### src/rtl/rcmp_pkg.sv
`timescale 1ns / 1ps

package rcmp_pkg;

  localparam int unsigned MaxPacketBytesDef = 65535;

  localparam logic [15:0] MinLenReset = 16'd4;
  localparam logic [15:0] MinLenFloor = 16'd4;

  // first byte of a packet or sub-packet: version 2
  localparam logic [7:0] VerLo = 8'd128;
  localparam logic [7:0] VerHi = 8'd191;
  // second byte of a packet
  localparam logic [7:0] TypeLo = 8'd192;
  localparam logic [7:0] TypeHi = 8'd223;

  // sub-packet types
  localparam logic [7:0] PtLo = 8'd200;
  localparam logic [7:0] PtHi = 8'd207;
  localparam logic [7:0] PtSr = 8'd200;
  localparam logic [7:0] PtXr = 8'd207;

  localparam logic [7:0]  XrVoipKind  = 8'd7;
  localparam logic [18:0] SrMinLen    = 19'd24;
  localparam logic [18:0] VoipMinLen  = 19'd28;
  localparam logic [18:0] XrBodyStart = 19'd8;

  typedef struct packed {
    logic [7:0]  mos_cq;
    logic [7:0]  mos_lq;
    logic [7:0]  loss;
    logic [7:0]  discard;
    logic [31:0] pkt_count;
  } metrics_t;

  typedef struct packed {
    logic     is_rtcp;
    metrics_t metrics;
  } result_t;

endpackage

### src/rtl/rcmp_in_if.sv
`timescale 1ns / 1ps

interface rcmp_in_if;
  logic       valid;
  logic       ready;
  logic [7:0] data_byte;
  logic       last_byte;

  modport source (output valid, output data_byte, output last_byte, input ready);
  modport sink (input valid, input data_byte, input last_byte, output ready);
endinterface

### src/rtl/rcmp_out_if.sv
`timescale 1ns / 1ps

interface rcmp_out_if;
  logic        valid;
  logic        ready;
  logic        is_rtcp;
  logic [31:0] sender_packet_count;
  logic [7:0]  discard_rate;
  logic [7:0]  loss_rate;
  logic [7:0]  mos_listening;
  logic [7:0]  mos_conversational;

  modport source (
    output valid, output is_rtcp, output sender_packet_count, output discard_rate,
    output loss_rate, output mos_listening, output mos_conversational, input ready
  );
  modport sink (
    input valid, input is_rtcp, input sender_packet_count, input discard_rate,
    input loss_rate, input mos_listening, input mos_conversational, output ready
  );
endinterface

### src/rtl/rcmp_walker.sv
`timescale 1ns / 1ps

module rcmp_walker import rcmp_pkg::*; #(
  parameter int unsigned MAX_PACKET_BYTES = MaxPacketBytesDef
) (
  input  logic        clk_i,
  input  logic        rst_ni,
  input  logic        step_i,
  input  logic [7:0]  byte_i,
  input  logic        last_i,
  input  logic [15:0] min_len_i,
  output result_t     res_o
);

  localparam int unsigned CntW = $clog2(MAX_PACKET_BYTES + 1);
  localparam logic [CntW-1:0] CntMax = CntW'(MAX_PACKET_BYTES);

  logic [CntW-1:0] cnt_q, cnt_d;
  logic            head_ok_q, head_ok_d;
  logic            stopped_q, stopped_d;
  logic [18:0]     sub_off_q, sub_off_d;
  logic [18:0]     sub_total_q, sub_total_d;
  logic [7:0]      sub_type_q, sub_type_d;
  logic [18:0]     blk_off_q, blk_off_d;
  logic [18:0]     blk_total_q, blk_total_d;
  logic [7:0]      blk_kind_q, blk_kind_d;
  metrics_t        staged_q, staged_d;
  metrics_t        committed_q, committed_d;

  logic        ver_ok, type_ok, pt_ok, advance, voip_ok;
  logic [18:0] sub_nxt, blk_nxt, blk_start;
  logic [19:0] blk_end;
  logic [15:0] min_len, cnt_ext;

  assign ver_ok  = (byte_i >= VerLo) && (byte_i <= VerHi);
  assign type_ok = (byte_i >= TypeLo) && (byte_i <= TypeHi);
  assign pt_ok   = (byte_i >= PtLo) && (byte_i <= PtHi);
  assign min_len = (min_len_i < MinLenFloor) ? MinLenFloor : min_len_i;

  assign blk_start = sub_off_q - blk_off_q;
  assign blk_end   = {1'b0, blk_start} + {1'b0, blk_total_q};
  assign voip_ok   = (blk_off_q >= XrBodyStart) && (blk_kind_q == XrVoipKind) &&
                     (blk_total_q >= VoipMinLen) && (blk_end <= {1'b0, sub_total_q});

  always_comb begin
    cnt_d       = cnt_q;
    head_ok_d   = head_ok_q;
    stopped_d   = stopped_q;
    sub_off_d   = sub_off_q;
    sub_total_d = sub_total_q;
    sub_type_d  = sub_type_q;
    blk_off_d   = blk_off_q;
    blk_total_d = blk_total_q;
    blk_kind_d  = blk_kind_q;
    staged_d    = staged_q;
    committed_d = committed_q;
    advance     = 1'b0;
    sub_nxt     = sub_off_q + 19'd1;
    blk_nxt     = blk_off_q + 19'd1;
    cnt_ext     = '0;
    res_o       = '0;

    if (step_i) begin
      if (cnt_q >= CntMax) begin
        stopped_d = 1'b1;
      end else begin
        if (cnt_q == '0) begin
          head_ok_d = ver_ok;
        end else if (cnt_q == CntW'(1)) begin
          head_ok_d = head_ok_q && type_ok;
        end

        if (!stopped_q) begin
          priority if (sub_off_q == 19'd0) begin
            if (!ver_ok) begin
              stopped_d = 1'b1;
            end else begin
              staged_d  = committed_q;
              blk_off_d = '0;
              advance   = 1'b1;
            end
          end else if (sub_off_q == 19'd1) begin
            sub_type_d = byte_i;
            if (!pt_ok) begin
              stopped_d = 1'b1;
            end else begin
              advance = 1'b1;
            end
          end else if (sub_off_q == 19'd2) begin
            sub_total_d = {1'b0, byte_i, 10'd0};
            advance     = 1'b1;
          end else if (sub_off_q == 19'd3) begin
            sub_total_d = sub_total_q + {9'd0, byte_i, 2'd0} + 19'd4;
            advance     = 1'b1;
          end else if (sub_type_q == PtSr) begin
            if (sub_total_q >= SrMinLen) begin
              unique case (sub_off_q)
                19'd20:  staged_d.pkt_count[31:24] = byte_i;
                19'd21:  staged_d.pkt_count[23:16] = byte_i;
                19'd22:  staged_d.pkt_count[15:8]  = byte_i;
                19'd23:  staged_d.pkt_count[7:0]   = byte_i;
                default: ;
              endcase
            end
            advance = 1'b1;
          end else if (sub_type_q == PtXr) begin
            if (sub_off_q >= XrBodyStart) begin
              unique case (blk_off_q)
                19'd0:   blk_kind_d  = byte_i;
                19'd2:   blk_total_d = {1'b0, byte_i, 10'd0};
                19'd3:   blk_total_d = blk_total_q + {9'd0, byte_i, 2'd0} + 19'd4;
                default: ;
              endcase
              if (voip_ok) begin
                unique case (blk_off_q)
                  19'd8:   staged_d.loss    = byte_i;
                  19'd9:   staged_d.discard = byte_i;
                  19'd26:  staged_d.mos_lq  = byte_i;
                  19'd27:  staged_d.mos_cq  = byte_i;
                  default: ;
                endcase
              end
              // wrap to the next block once this one is fully consumed
              if (blk_nxt >= 19'd4 && blk_nxt == blk_total_d) begin
                blk_off_d = '0;
              end else begin
                blk_off_d = blk_nxt;
              end
            end
            advance = 1'b1;
          end else begin
            advance = 1'b1;
          end

          if (advance) begin
            // commit staged values once the sub-packet is complete
            if (sub_nxt >= 19'd4 && sub_nxt == sub_total_d) begin
              committed_d = staged_d;
              sub_off_d   = '0;
              blk_off_d   = '0;
            end else begin
              sub_off_d = sub_nxt;
            end
          end
        end
        cnt_d = cnt_q + CntW'(1);
      end

      if (last_i) begin
        cnt_ext       = 16'(cnt_d);
        res_o.is_rtcp = head_ok_d && (cnt_ext >= min_len);
        res_o.metrics = res_o.is_rtcp ? committed_d : '0;
        cnt_d         = '0;
        head_ok_d     = 1'b0;
        stopped_d     = 1'b0;
        sub_off_d     = '0;
        sub_total_d   = '0;
        sub_type_d    = '0;
        blk_off_d     = '0;
        blk_total_d   = '0;
        blk_kind_d    = '0;
        staged_d      = '0;
        committed_d   = '0;
      end
    end
  end

  always_ff @(posedge clk_i or negedge rst_ni) begin
    if (!rst_ni) begin
      cnt_q       <= '0;
      head_ok_q   <= 1'b0;
      stopped_q   <= 1'b0;
      sub_off_q   <= '0;
      sub_total_q <= '0;
      sub_type_q  <= '0;
      blk_off_q   <= '0;
      blk_total_q <= '0;
      blk_kind_q  <= '0;
      staged_q    <= '0;
      committed_q <= '0;
    end else begin
      cnt_q       <= cnt_d;
      head_ok_q   <= head_ok_d;
      stopped_q   <= stopped_d;
      sub_off_q   <= sub_off_d;
      sub_total_q <= sub_total_d;
      sub_type_q  <= sub_type_d;
      blk_off_q   <= blk_off_d;
      blk_total_q <= blk_total_d;
      blk_kind_q  <= blk_kind_d;
      staged_q    <= staged_d;
      committed_q <= committed_d;
    end
  end

endmodule

### src/rtl/rtcp_compound_metrics_parser_unit.sv
`timescale 1ns / 1ps
// Channel   Dir  Payload                                             Note
// in_if     in   data_byte[7:0], last_byte                           one byte per transaction
// out_if    out  is_rtcp, sender_packet_count[31:0], discard_rate,   one record per packet,
//                loss_rate, mos_listening, mos_conversational        on its last byte
// cfg       in   cfg_we_i, cfg_wdata_i[15:0]                         min_packet_length
//
// One byte per cycle unless a stalled record holds the walker: a byte goes from
// the input register through the walker logic, which updates the packet state.
// A last byte's record is registered for out_if when the walker steps that byte.
// Reset clears all packet state and sets min_packet_length to 4.
// A stalled record holds the walker only when the next byte is also a last
// byte; other bytes keep flowing while the record waits.

module rtcp_compound_metrics_parser_unit import rcmp_pkg::*; #(
  parameter int unsigned MAX_PACKET_BYTES = MaxPacketBytesDef
) (
  input  logic        clk_i,
  input  logic        rst_ni,
  rcmp_in_if.sink     in_if,
  rcmp_out_if.source  out_if,
  input  logic        cfg_we_i,
  input  logic [15:0] cfg_wdata_i
);

  logic [15:0] min_len_q;
  logic        in_vld_q;
  logic [7:0]  in_byte_q;
  logic        in_last_q;
  logic        out_vld_q;
  result_t     out_res_q;
  result_t     walk_res;
  logic        step;

  // advance the walker unless a last byte would overwrite a waiting record
  assign step        = in_vld_q && (!in_last_q || !out_vld_q || out_if.ready);
  assign in_if.ready = !in_vld_q || step;

  rcmp_walker #(
    .MAX_PACKET_BYTES(MAX_PACKET_BYTES)
  ) u_walker (
    .clk_i     (clk_i),
    .rst_ni    (rst_ni),
    .step_i    (step),
    .byte_i    (in_byte_q),
    .last_i    (in_last_q),
    .min_len_i (min_len_q),
    .res_o     (walk_res)
  );

  always_ff @(posedge clk_i or negedge rst_ni) begin
    if (!rst_ni) begin
      min_len_q <= MinLenReset;
    end else if (cfg_we_i) begin
      min_len_q <= cfg_wdata_i;
    end
  end

  always_ff @(posedge clk_i or negedge rst_ni) begin
    if (!rst_ni) begin
      in_vld_q <= 1'b0;
    end else if (in_if.valid && in_if.ready) begin
      in_vld_q <= 1'b1;
    end else if (step) begin
      in_vld_q <= 1'b0;
    end
  end

  always_ff @(posedge clk_i) begin
    if (in_if.valid && in_if.ready) begin
      in_byte_q <= in_if.data_byte;
      in_last_q <= in_if.last_byte;
    end
  end

  always_ff @(posedge clk_i or negedge rst_ni) begin
    if (!rst_ni) begin
      out_vld_q <= 1'b0;
    end else if (step && in_last_q) begin
      out_vld_q <= 1'b1;
    end else if (out_if.ready) begin
      out_vld_q <= 1'b0;
    end
  end

  always_ff @(posedge clk_i) begin
    if (step && in_last_q) begin
      out_res_q <= walk_res;
    end
  end

  assign out_if.valid               = out_vld_q;
  assign out_if.is_rtcp             = out_res_q.is_rtcp;
  assign out_if.sender_packet_count = out_res_q.metrics.pkt_count;
  assign out_if.discard_rate        = out_res_q.metrics.discard;
  assign out_if.loss_rate           = out_res_q.metrics.loss;
  assign out_if.mos_listening       = out_res_q.metrics.mos_lq;
  assign out_if.mos_conversational  = out_res_q.metrics.mos_cq;

endmodule
### src/flat_wrapper.sv
// flat-port wrapper written by rule: the top's interface ports become plain ports
module rtcp_compound_metrics_parser_unit_flat import rcmp_pkg::*;
#(
  parameter int unsigned MAX_PACKET_BYTES = MaxPacketBytesDef
)
  (clk_i, rst_ni, cfg_we_i, cfg_wdata_i, in_if_valid, in_if_data_byte, in_if_last_byte, in_if_ready, out_if_valid, out_if_is_rtcp, out_if_sender_packet_count, out_if_discard_rate, out_if_loss_rate, out_if_mos_listening, out_if_mos_conversational, out_if_ready);
  rcmp_in_if in_if_i ();
  rcmp_out_if out_if_i ();
  input  logic clk_i;
  input  logic rst_ni;
  input  logic cfg_we_i;
  input  logic [15:0] cfg_wdata_i;
  input wire logic [$bits(in_if_i.valid)-1:0] in_if_valid;
  input wire logic [$bits(in_if_i.data_byte)-1:0] in_if_data_byte;
  input wire logic [$bits(in_if_i.last_byte)-1:0] in_if_last_byte;
  output wire logic [$bits(in_if_i.ready)-1:0] in_if_ready;
  output wire logic [$bits(out_if_i.valid)-1:0] out_if_valid;
  output wire logic [$bits(out_if_i.is_rtcp)-1:0] out_if_is_rtcp;
  output wire logic [$bits(out_if_i.sender_packet_count)-1:0] out_if_sender_packet_count;
  output wire logic [$bits(out_if_i.discard_rate)-1:0] out_if_discard_rate;
  output wire logic [$bits(out_if_i.loss_rate)-1:0] out_if_loss_rate;
  output wire logic [$bits(out_if_i.mos_listening)-1:0] out_if_mos_listening;
  output wire logic [$bits(out_if_i.mos_conversational)-1:0] out_if_mos_conversational;
  input wire logic [$bits(out_if_i.ready)-1:0] out_if_ready;
  assign in_if_i.valid = in_if_valid;
  assign in_if_i.data_byte = in_if_data_byte;
  assign in_if_i.last_byte = in_if_last_byte;
  assign in_if_ready = in_if_i.ready;
  assign out_if_valid = out_if_i.valid;
  assign out_if_is_rtcp = out_if_i.is_rtcp;
  assign out_if_sender_packet_count = out_if_i.sender_packet_count;
  assign out_if_discard_rate = out_if_i.discard_rate;
  assign out_if_loss_rate = out_if_i.loss_rate;
  assign out_if_mos_listening = out_if_i.mos_listening;
  assign out_if_mos_conversational = out_if_i.mos_conversational;
  assign out_if_i.ready = out_if_ready;
  rtcp_compound_metrics_parser_unit #(.MAX_PACKET_BYTES(MAX_PACKET_BYTES)) u_core (.clk_i(clk_i), .rst_ni(rst_ni), .in_if(in_if_i), .out_if(out_if_i), .cfg_we_i(cfg_we_i), .cfg_wdata_i(cfg_wdata_i));
endmodule
### config.mk
export PLATFORM = sky130hd
export DESIGN_NAME = rtcp_compound_metrics_parser_unit_flat
export DESIGN_NICKNAME = d
export VERILOG_FILES = /design/src/rtl/rcmp_pkg.sv /design/src/rtl/rcmp_in_if.sv /design/src/rtl/rcmp_out_if.sv /design/src/rtl/rcmp_walker.sv /design/src/rtl/rtcp_compound_metrics_parser_unit.sv /design/src/flat_wrapper.sv
export SDC_FILE = /design/constraint.sdc
export NUM_CORES = 1
export LEC_CHECK = 0
export BUFFER_PORTS_ARGS = -buffer_cell sky130_fd_sc_hd__buf_2
export CAP_MARGIN = 0
export CORE_MARGIN = 4
export CORE_UTILIZATION = 30
export DETAILED_ROUTE_END_ITERATION = 6
export GPL_TIMING_DRIVEN = 0
export HOLD_SLACK_MARGIN = 0.12
export PLACE_DENSITY = 0.56
export SETUP_SLACK_MARGIN = 0.5
export SLEW_MARGIN = 20
export SYNTH_ARGS = -nofsm -noshare
export SYNTH_HDL_FRONTEND = slang
export SYNTH_SLANG_ARGS = --single-unit
### constraint.sdc
create_clock -name clk_i -period 12.1 [get_ports clk_i]
set_input_delay 1.21 -clock clk_i [delete_from_list [all_inputs] [get_ports clk_i]]
set_output_delay 1.21 -clock clk_i [all_outputs]
set_load 0.02 [all_outputs]
==> impl_metrics.csv, run 1 <==
group,metric,value,unit
drt,drc,0,
sta,setup_ws,2828,ps
logic_synthesis,synthesis.area,21190,sq um
logic_synthesis,syn_nets,2543,
run,drv_cap,0,
worst_setup_path,crit_type,"register to register",
global_route,grt_pass1_vias,18870,
clock_network,cts-root-buf,"clkbuf_16",
worst_setup_path,path_max_fanout,10,
clock_network,h-tree-depth,2,
sta,rsz0062_at_grt,"no",
layout,antenna_cells,0,
layout,area_growth,14.74,%
global_route,grt_max_degree,82,
clock_network,clk_latency,590,ps
place,hpwl,54.96,mm
logic_synthesis,syn_area_per_cell,8.856,sq um
power_and_ir_drop,total_power,3.926,mW
logic_synthesis,synth-seq-cells,330,
clock_network,hold_buffers,0,
logic_synthesis,synthSimpleGateAreaFrac,0.1736,
logic_synthesis,ys_warn_count,0,
worst_setup_path,worstPathArrival,9650,ps
global_route,grt_antenna_before_repair,1,
clock_network,post_cts_buffers,0,
floorplanning,initial_utilization,0.3026,
logic_synthesis,synth_top_area_cell,"dfrtp_1",
worst_setup_path,cp_data_required_time,12480,ps
power_and_ir_drop,leakage,9.990,nW
layout,fin_nets,2686,
worst_setup_path,end_kind,"register",
drt,via_per_inst,5.506,
layout,fillers,7155,
drt,wirelength,73.48,mm
logic_synthesis,synth_top_family_by_area,"compound AO/OA/AOI/OAI gates",
drt,ant_nets,0,
layout,final_common_cell,"nand2_1",
logic_synthesis,ys.flop_type,"dfrtp_1",
layout,drive_gt1_frac,0.09002,
layout,final_cell_mix,"279 x nand2_1, 255 x dfrtp_1, 198 x o21ai_0, 186 x nor2_1, 134 x inv_1",
logic_synthesis,synth_edf_count,74,
logic_synthesis,synth_top_area_share,0.3011,
floorplanning,die_h,273.8,microns
logic_synthesis,synthTopCellsByArea,"dfrtp_1 30%, edfxtp_1 10%, ha_1 6.8%, nand2_1 4.9%, o21ai_0 4.7%",
sta,period_needed,9272,ps
global_route,gr-total-overflow,0,
global_route,grtUsageTotal,0.1929,
outcome,outcome,"finished, final reports clean",
floorplanning,die_w,273.8,microns
logic_synthesis,synth_mux_area_frac,0.03442,
min_path,hold_path_class,"register to register",
logic_synthesis,synthArstFlopShare,0.7758,
sta,relSlewSlack,0.2054,
place,gp_congestion,0.9656,
sta,setup_violations,0,
sta,hold_violations,0,
clock_network,cts.path.max_buffers,3,
clock_network,tritoncts,"yes",
place,pre_cts_slack,2996,ps
clock_network,numClockSinks,330,
logic_synthesis,synth_xor_area_frac,0.04422,
logic_synthesis,postSynthCellCount,2393,
sta,skew,17.20,ps
clock_network,cts_resized,0,
sta,finalMaxSlewViolations,0,
floorplanning,dieArea,74960,sq um
logic_synthesis,ys_seq_area_frac,0.4072,
logic_synthesis,synth_fa_ha_area_frac,0.07226,
sta,tns,0,ps
power_and_ir_drop,vdd_ir_drop_max,0.09744,mV
drt,num_vias,19310,
worst_setup_path,cp-start-kind,"register",
floorplanning,io_pins,97,
sta,max_freq,107.9,MHz
logic_synthesis,synth-compound-area-share,0.2171,
clock_network,clk_pin_slew,60,ps
worst_setup_path,max_stage_delay,470,ps
power_and_ir_drop,power_density,161.4,nW/um^2
clock_network,cts_inserted_buffers,40,
global_route,grt_pass1_wl,113.2,mm
drt,firstDrtPassIters,6,
floorplanning,coreArea,70030,sq um
logic_synthesis,synthDistinctLibCells,84,
floorplanning,rows,97,
worst_setup_path,slowest_stage,"fa_1",
sta,worstMarginPinSlew,1192,ps
drt,first_iter_violations,2040,
drt,wl_per_cell,20.96,microns
place,portBuffers,95,
sta,fin_hold_ws,472.0,ps
sta,finalCritPeriodShare,0.7663,
## per-stage QoR
stage	cell area [sq um]	instances	utilization
3_5_place_dp	22990	3433	0.3283
4_1_cts	24300	3505	0.3470
5_1_grt	24320	3506	0.3472
3_3_place_gp	22840	3428	0.3262
2_1_floorplan	21190	2393	-
6_report	24320	3506	0.3472
## sequential cells by signal (all words and copies together) (netlist names), 8 cells and up
name / count
u_core.u_walker.blk_kind_q: 8
u_core.u_walker.blk_total_q: 19
u_core.u_walker.sub_total_q: 19
u_core.u_walker.sub_type_q: 8
u_core.out_if.mos_listening: 8
u_core.out_if.sender_packet_count: 32
u_core.u_walker.staged_q: 64
u_core.u_walker.blk_off_q: 19
u_core.out_if.loss_rate: 8
u_core.u_walker.sub_off_q: 19
u_core.in_byte_q: 8
u_core.out_if.discard_rate: 8
u_core.min_len_q: 16
u_core.u_walker.committed_q: 64
u_core.out_if.mos_conversational: 8
u_core.u_walker.cnt_q: 16
## where the power goes
part	total [mW]	internal (mW)	switching, mW	leakage (nW)
combinational	1.40	0.470	0.928	5.13
sequential	1.32	1.24	0.0734	4.22
clock	1.21	0.699	0.512	0.640
## synth_stat cells, drive strengths merged, types with 8 or more instances
cell and number:
a211oi 43, a21o 33, a21oi 125, a22o 55
a31oi 22, and2 17, and3 16, and4 11
buf 19, clkbuf 122, dfrtp 255, edfxtp 74
ha 116, inv 135, mux2 23, mux2i 47
nand2 279, nand2b 15, nand3 43, nand4 38
nor2 186, nor2b 21, nor3 45, nor4 42
o2111ai 8, o211ai 10, o21a 18, o21ai 263
o21bai 12, o22a 25, o22ai 19, o31ai 18
or2 14, or3 12, xnor2 87, xor2 20
## cell families (layout without fill, tap and decap cells)
| logic type | count (synthesis) | in the layout |
|---|---|---|
| simple gates | 769 | 769 |
| compound gates | 721 | 721 |
| flops | 330 | 330 |
| buf+inv | 276 | 449 |
| fa+ha+maj | 120 | 120 |
| xor+xnor | 107 | 107 |
| mux | 70 | 70 |
## critical path, delay by kind of cell (launching register included)
kind	cells	cell delay [ps]
fa+ha+maj	4	1390
compound gates	15	3260
simple gates	10	2360
mux	1	120
flops	1	370
buf+inv	3	1110
xor+xnor	2	410
## metal layers
layer	vias up	share of wire	GRT usage
li1	8964	-	-
met1	9450	0.45	0.2661
met2	775	0.45	0.3077
met3	116	0.075	0.03839
met4	0	0.027	0.05487
met5	-	0	0
## path summary, 6_finish.rpt
| check | slack (ps) | cells after the start | end | startpoint |
|---|---|---|---|---|
| hold / removal | 470 | 2 | u_core.u_walker.staged_q[3]$_DFFE_PN0P_ | u_core.u_walker.staged_q[3]$_DFFE_PN0P_ |
| hold reg to reg | 470 | 2 | u_core.u_walker.staged_q[3]$_DFFE_PN0P_ | u_core.u_walker.staged_q[3]$_DFFE_PN0P_ |
| setup / recovery | 2830 | 35 | u_core.out_if.discard_rate[4]$_SDFFCE_PN0P_ | u_core.u_walker.sub_off_q[0]$_DFFE_PN0P_ |
| setup reg to reg | 2830 | 35 | u_core.out_if.discard_rate[4]$_SDFFCE_PN0P_ | u_core.u_walker.sub_off_q[0]$_DFFE_PN0P_ |
| max in group asynchronous | 10490 | 3 | u_core.u_walker.committed_q[12]$_DFFE_PN0P_ | rst_ni |
| min in group asynchronous | 540 | 1 | u_core.u_walker.staged_q[58]$_DFFE_PN0P_ | rst_ni |
## cell type report
type	instances	area (sq um)	area share
multi-input cells	1787	11500	0.4729
flip-flops and latches	330	8630	0.3549
clock buffers	60	1177	0.04842
well taps	940	1176	0.04837
repair buffers	101	615.6	0.02532
plain buffers	141	578.1	0.02377
inverters	135	509.2	0.02094
clock inverters	12	131.4	0.005403
(Power assumes the default switching activity.)
==> run 2: changes to the inputs <==
--- a/config.mk
+++ b/config.mk
@@ -12,7 +12,7 @@
 export DETAILED_ROUTE_END_ITERATION = 6
 export GPL_TIMING_DRIVEN = 0
 export HOLD_SLACK_MARGIN = 0.12
-export PLACE_DENSITY = 0.56
+export PLACE_DENSITY = 0.57
 export SETUP_SLACK_MARGIN = 0.5
 export SLEW_MARGIN = 20
 export SYNTH_ARGS = -nofsm -noshare
==> constraint.sdc (replaced) <==
create_clock -name clk_i -period 8 [get_ports clk_i]
set_input_delay 0.8 -clock clk_i [delete_from_list [all_inputs] [get_ports clk_i]]
set_output_delay 0.8 -clock clk_i [all_outputs]
set_load 0.02 [all_outputs]
==> run 2 against run 1 <==
Effect of this change:
- sequential share of layout area is 0.33 points lower
- clock-buffer cell count stayed put
- wire length down 4.4%
- via count is 1.5% lower
- combinational power grew 51%
- core utilization grew 0.33 points
- total power is 50% higher
- non-clock buffer count up 10
- global-route usage decreased by 1.1 points
- die area stayed put
- clock skew up 16 ps
- sequential power is 51% higher
- critical path type unchanged
- largest cell class unchanged
- highest routed layer unchanged
==> impl_metrics.csv, run 2 (synthesis gave the netlist of run 1 again) <==
group,metric,value,unit
layout,final_cell_mix,"279 x nand2_1, 254 x dfrtp_1, 196 x o21ai_0, 180 x nor2_1, 133 x inv_1",
clock_network,cts_inserted_buffers,38,
drt,wl_per_cell,19.98,microns
sta,setup_ws,844.7,ps
clock_network,cts.path.max_buffers,3,
drt,ant_nets,0,
worst_setup_path,r2r-start,"u_core.u_walker.sub_off_q[0]$_DFFE_PN0P_",
floorplanning,rows,97,
sta,period_needed,7155,ps
clock_network,cts-root-buf,"clkbuf_16",
sta,worstMarginPinSlew,1117,ps
floorplanning,die_w,273.8,microns
sta,setup_violations,0,
floorplanning,io_pins,97,
worst_setup_path,cp-start-kind,"register",
worst_setup_path,worstPathArrival,7560,ps
worst_setup_path,rr_worst_depth,34,
layout,final_common_cell,"nand2_1",
worst_setup_path,rrSetupSlack,840,ps
power_and_ir_drop,power_density,240.6,nW/um^2
clock_network,clk_pin_slew,60,ps
global_route,grtUsageTotal,0.1820,
floorplanning,die_h,273.8,microns
drt,wirelength,70.23,mm
sta,hold_violations,0,
place,pre_cts_slack,-847.0,ps
worst_setup_path,end_kind,"register",
global_route,gr-total-overflow,0,
drt,firstDrtPassIters,6,
clock_network,numClockSinks,330,
min_path,hold_path_class,"input port to async pin",
global_route,grt_pass1_wl,106.8,mm
clock_network,h-tree-depth,2,
outcome,outcome,"finished, final reports clean",
worst_setup_path,r2r-end,"u_core.out_if.loss_rate[0]$_SDFFCE_PN0P_",
power_and_ir_drop,total_power,5.906,mW
drt,first_iter_violations,1865,
sta,max_freq,139.8,MHz
place,placed_area,22970,sq um
worst_setup_path,max_stage_delay,410,ps
place,hpwl,51.83,mm
sta,relSlewSlack,0.2553,
worst_setup_path,cp-startpoint,"u_core.u_walker.sub_off_q[0]$_DFFE_PN0P_",
worst_setup_path,cp_data_required_time,8410,ps
power_and_ir_drop,leakage,10.08,nW
drt,via_per_inst,5.407,
global_route,grt_max_degree,95,
run,drv_cap,0,
floorplanning,coreArea,70030,sq um
worst_setup_path,crit_type,"register to register",
floorplanning,initial_utilization,0.3026,
clock_network,clk_latency,580,ps
layout,fin_nets,2694,
worst_setup_path,path_max_fanout,10,
power_and_ir_drop,vdd_ir_drop_max,0.1406,mV
worst_setup_path,slowest_stage,"fa_2",
sta,skew,33.59,ps
sta,finalCritPeriodShare,0.8944,
worst_setup_path,crit_end,"u_core.out_if.loss_rate[0]$_SDFFCE_PN0P_",
clock_network,tritoncts,"yes",
drt,drc,0,
place,gp_congestion,0.9465,
layout,fin_area,24550,sq um
layout,area_growth,15.82,%
floorplanning,dieArea,74960,sq um
drt,num_vias,19010,
place,portBuffers,95,
sta,finalMaxSlewViolations,0,
sta,rsz0062_at_grt,"yes",
layout,drive_gt1_frac,0.1099,
global_route,grt_antenna_before_repair,0,
global_route,grt_pass1_vias,17710,
-- run 2: layout make-up --
type / count / area (sq um)
Sequential cell: 330 / 8631
Timing Repair Buffer: 111 / 678.2
Antenna cell: 1 / 2.502
Clock buffer: 60 / 1156
Multi-Input combinational cell: 1787 / 11660
Buffer: 141 / 606.8
Clock inverter: 10 / 130.1
Fill cell: 7224 / 45480
Tap cell: 940 / 1176
Inverter: 135 / 509.2
-- run 2: layer usage --
| metal | vias up | track usage | wire length [microns] |
|---|---|---|---|
| met4 | 0 | 0.06494 | 2519 |
| met1 | 9159 | 0.2587 | 32090 |
| li1 | 8990 | - | - |
| met3 | 139 | 0.03559 | 5448 |
| met2 | 718 | 0.2752 | 30170 |
| met5 | - | 0 | 0 |
-- run 2: what timing repair did --
action	in CTS	in global routing
buffers inserted	1	11
hold buffers	0	0
endpoints found under the setup margin	96	96
resized for setup	22	37
pin swaps	2	18
-- run 2: how the worst min path moves through the flow --
stage	from	to	slack, ps	cells past startpoint
6_report	rst_ni	u_core.u_walker.staged_q[57]$_DFFE_PN0P_	240	1
5_1_grt	rst_ni	u_core.u_walker.staged_q[57]$_DFFE_PN0P_	280	1
4_1_cts	rst_ni	u_core.u_walker.staged_q[4]$_DFFE_PN0P_	250	1
3_5_place_dp	u_core.u_walker.staged_q[26]$_DFFE_PN0P_	u_core.u_walker.staged_q[26]$_DFFE_PN0P_	470	2
3_3_place_gp	u_core.u_walker.staged_q[17]$_DFFE_PN0P_	u_core.u_walker.staged_q[17]$_DFFE_PN0P_	460	2
2_1_floorplan	u_core.u_walker.staged_q[0]$_DFFE_PN0P_	u_core.u_walker.staged_q[0]$_DFFE_PN0P_	440	2
-- run 2: power by group --
| group | internal, mW | switching (mW) |
|---|---|---|
| Sequential | 1.88 | 0.107 |
| Combinational | 0.759 | 1.35 |
| Clock | 1.06 | 0.744 |
| Total | 3.70 | 2.20 |
-- run 2: per-stage QoR --
stage          setup TNS, ps  std cells  hold WS, ps  utilization
2_1_floorplan              0       2393        444.7            -
3_3_place_gp          -56440       3428        458.0       0.3262
3_5_place_dp          -58780       3432        465.3       0.3280
4_1_cts                    0       3503        254.1       0.3474
5_1_grt                    0       3514        282.1       0.3505
6_report                   0       3515        236.0       0.3505
-- run 2: worst max-delay path, delay by kind of cell, from the launching register on --
family	cells	cell delay (ps)
XOR/XNOR	2	400
adder cells (fa/ha/maj)	4	1230
multiplexers	1	150
buffers and inverters	3	370
AND/OR/NAND/NOR	9	1610
AO/OA/AOI/OAI	15	2830
flip-flops	1	390
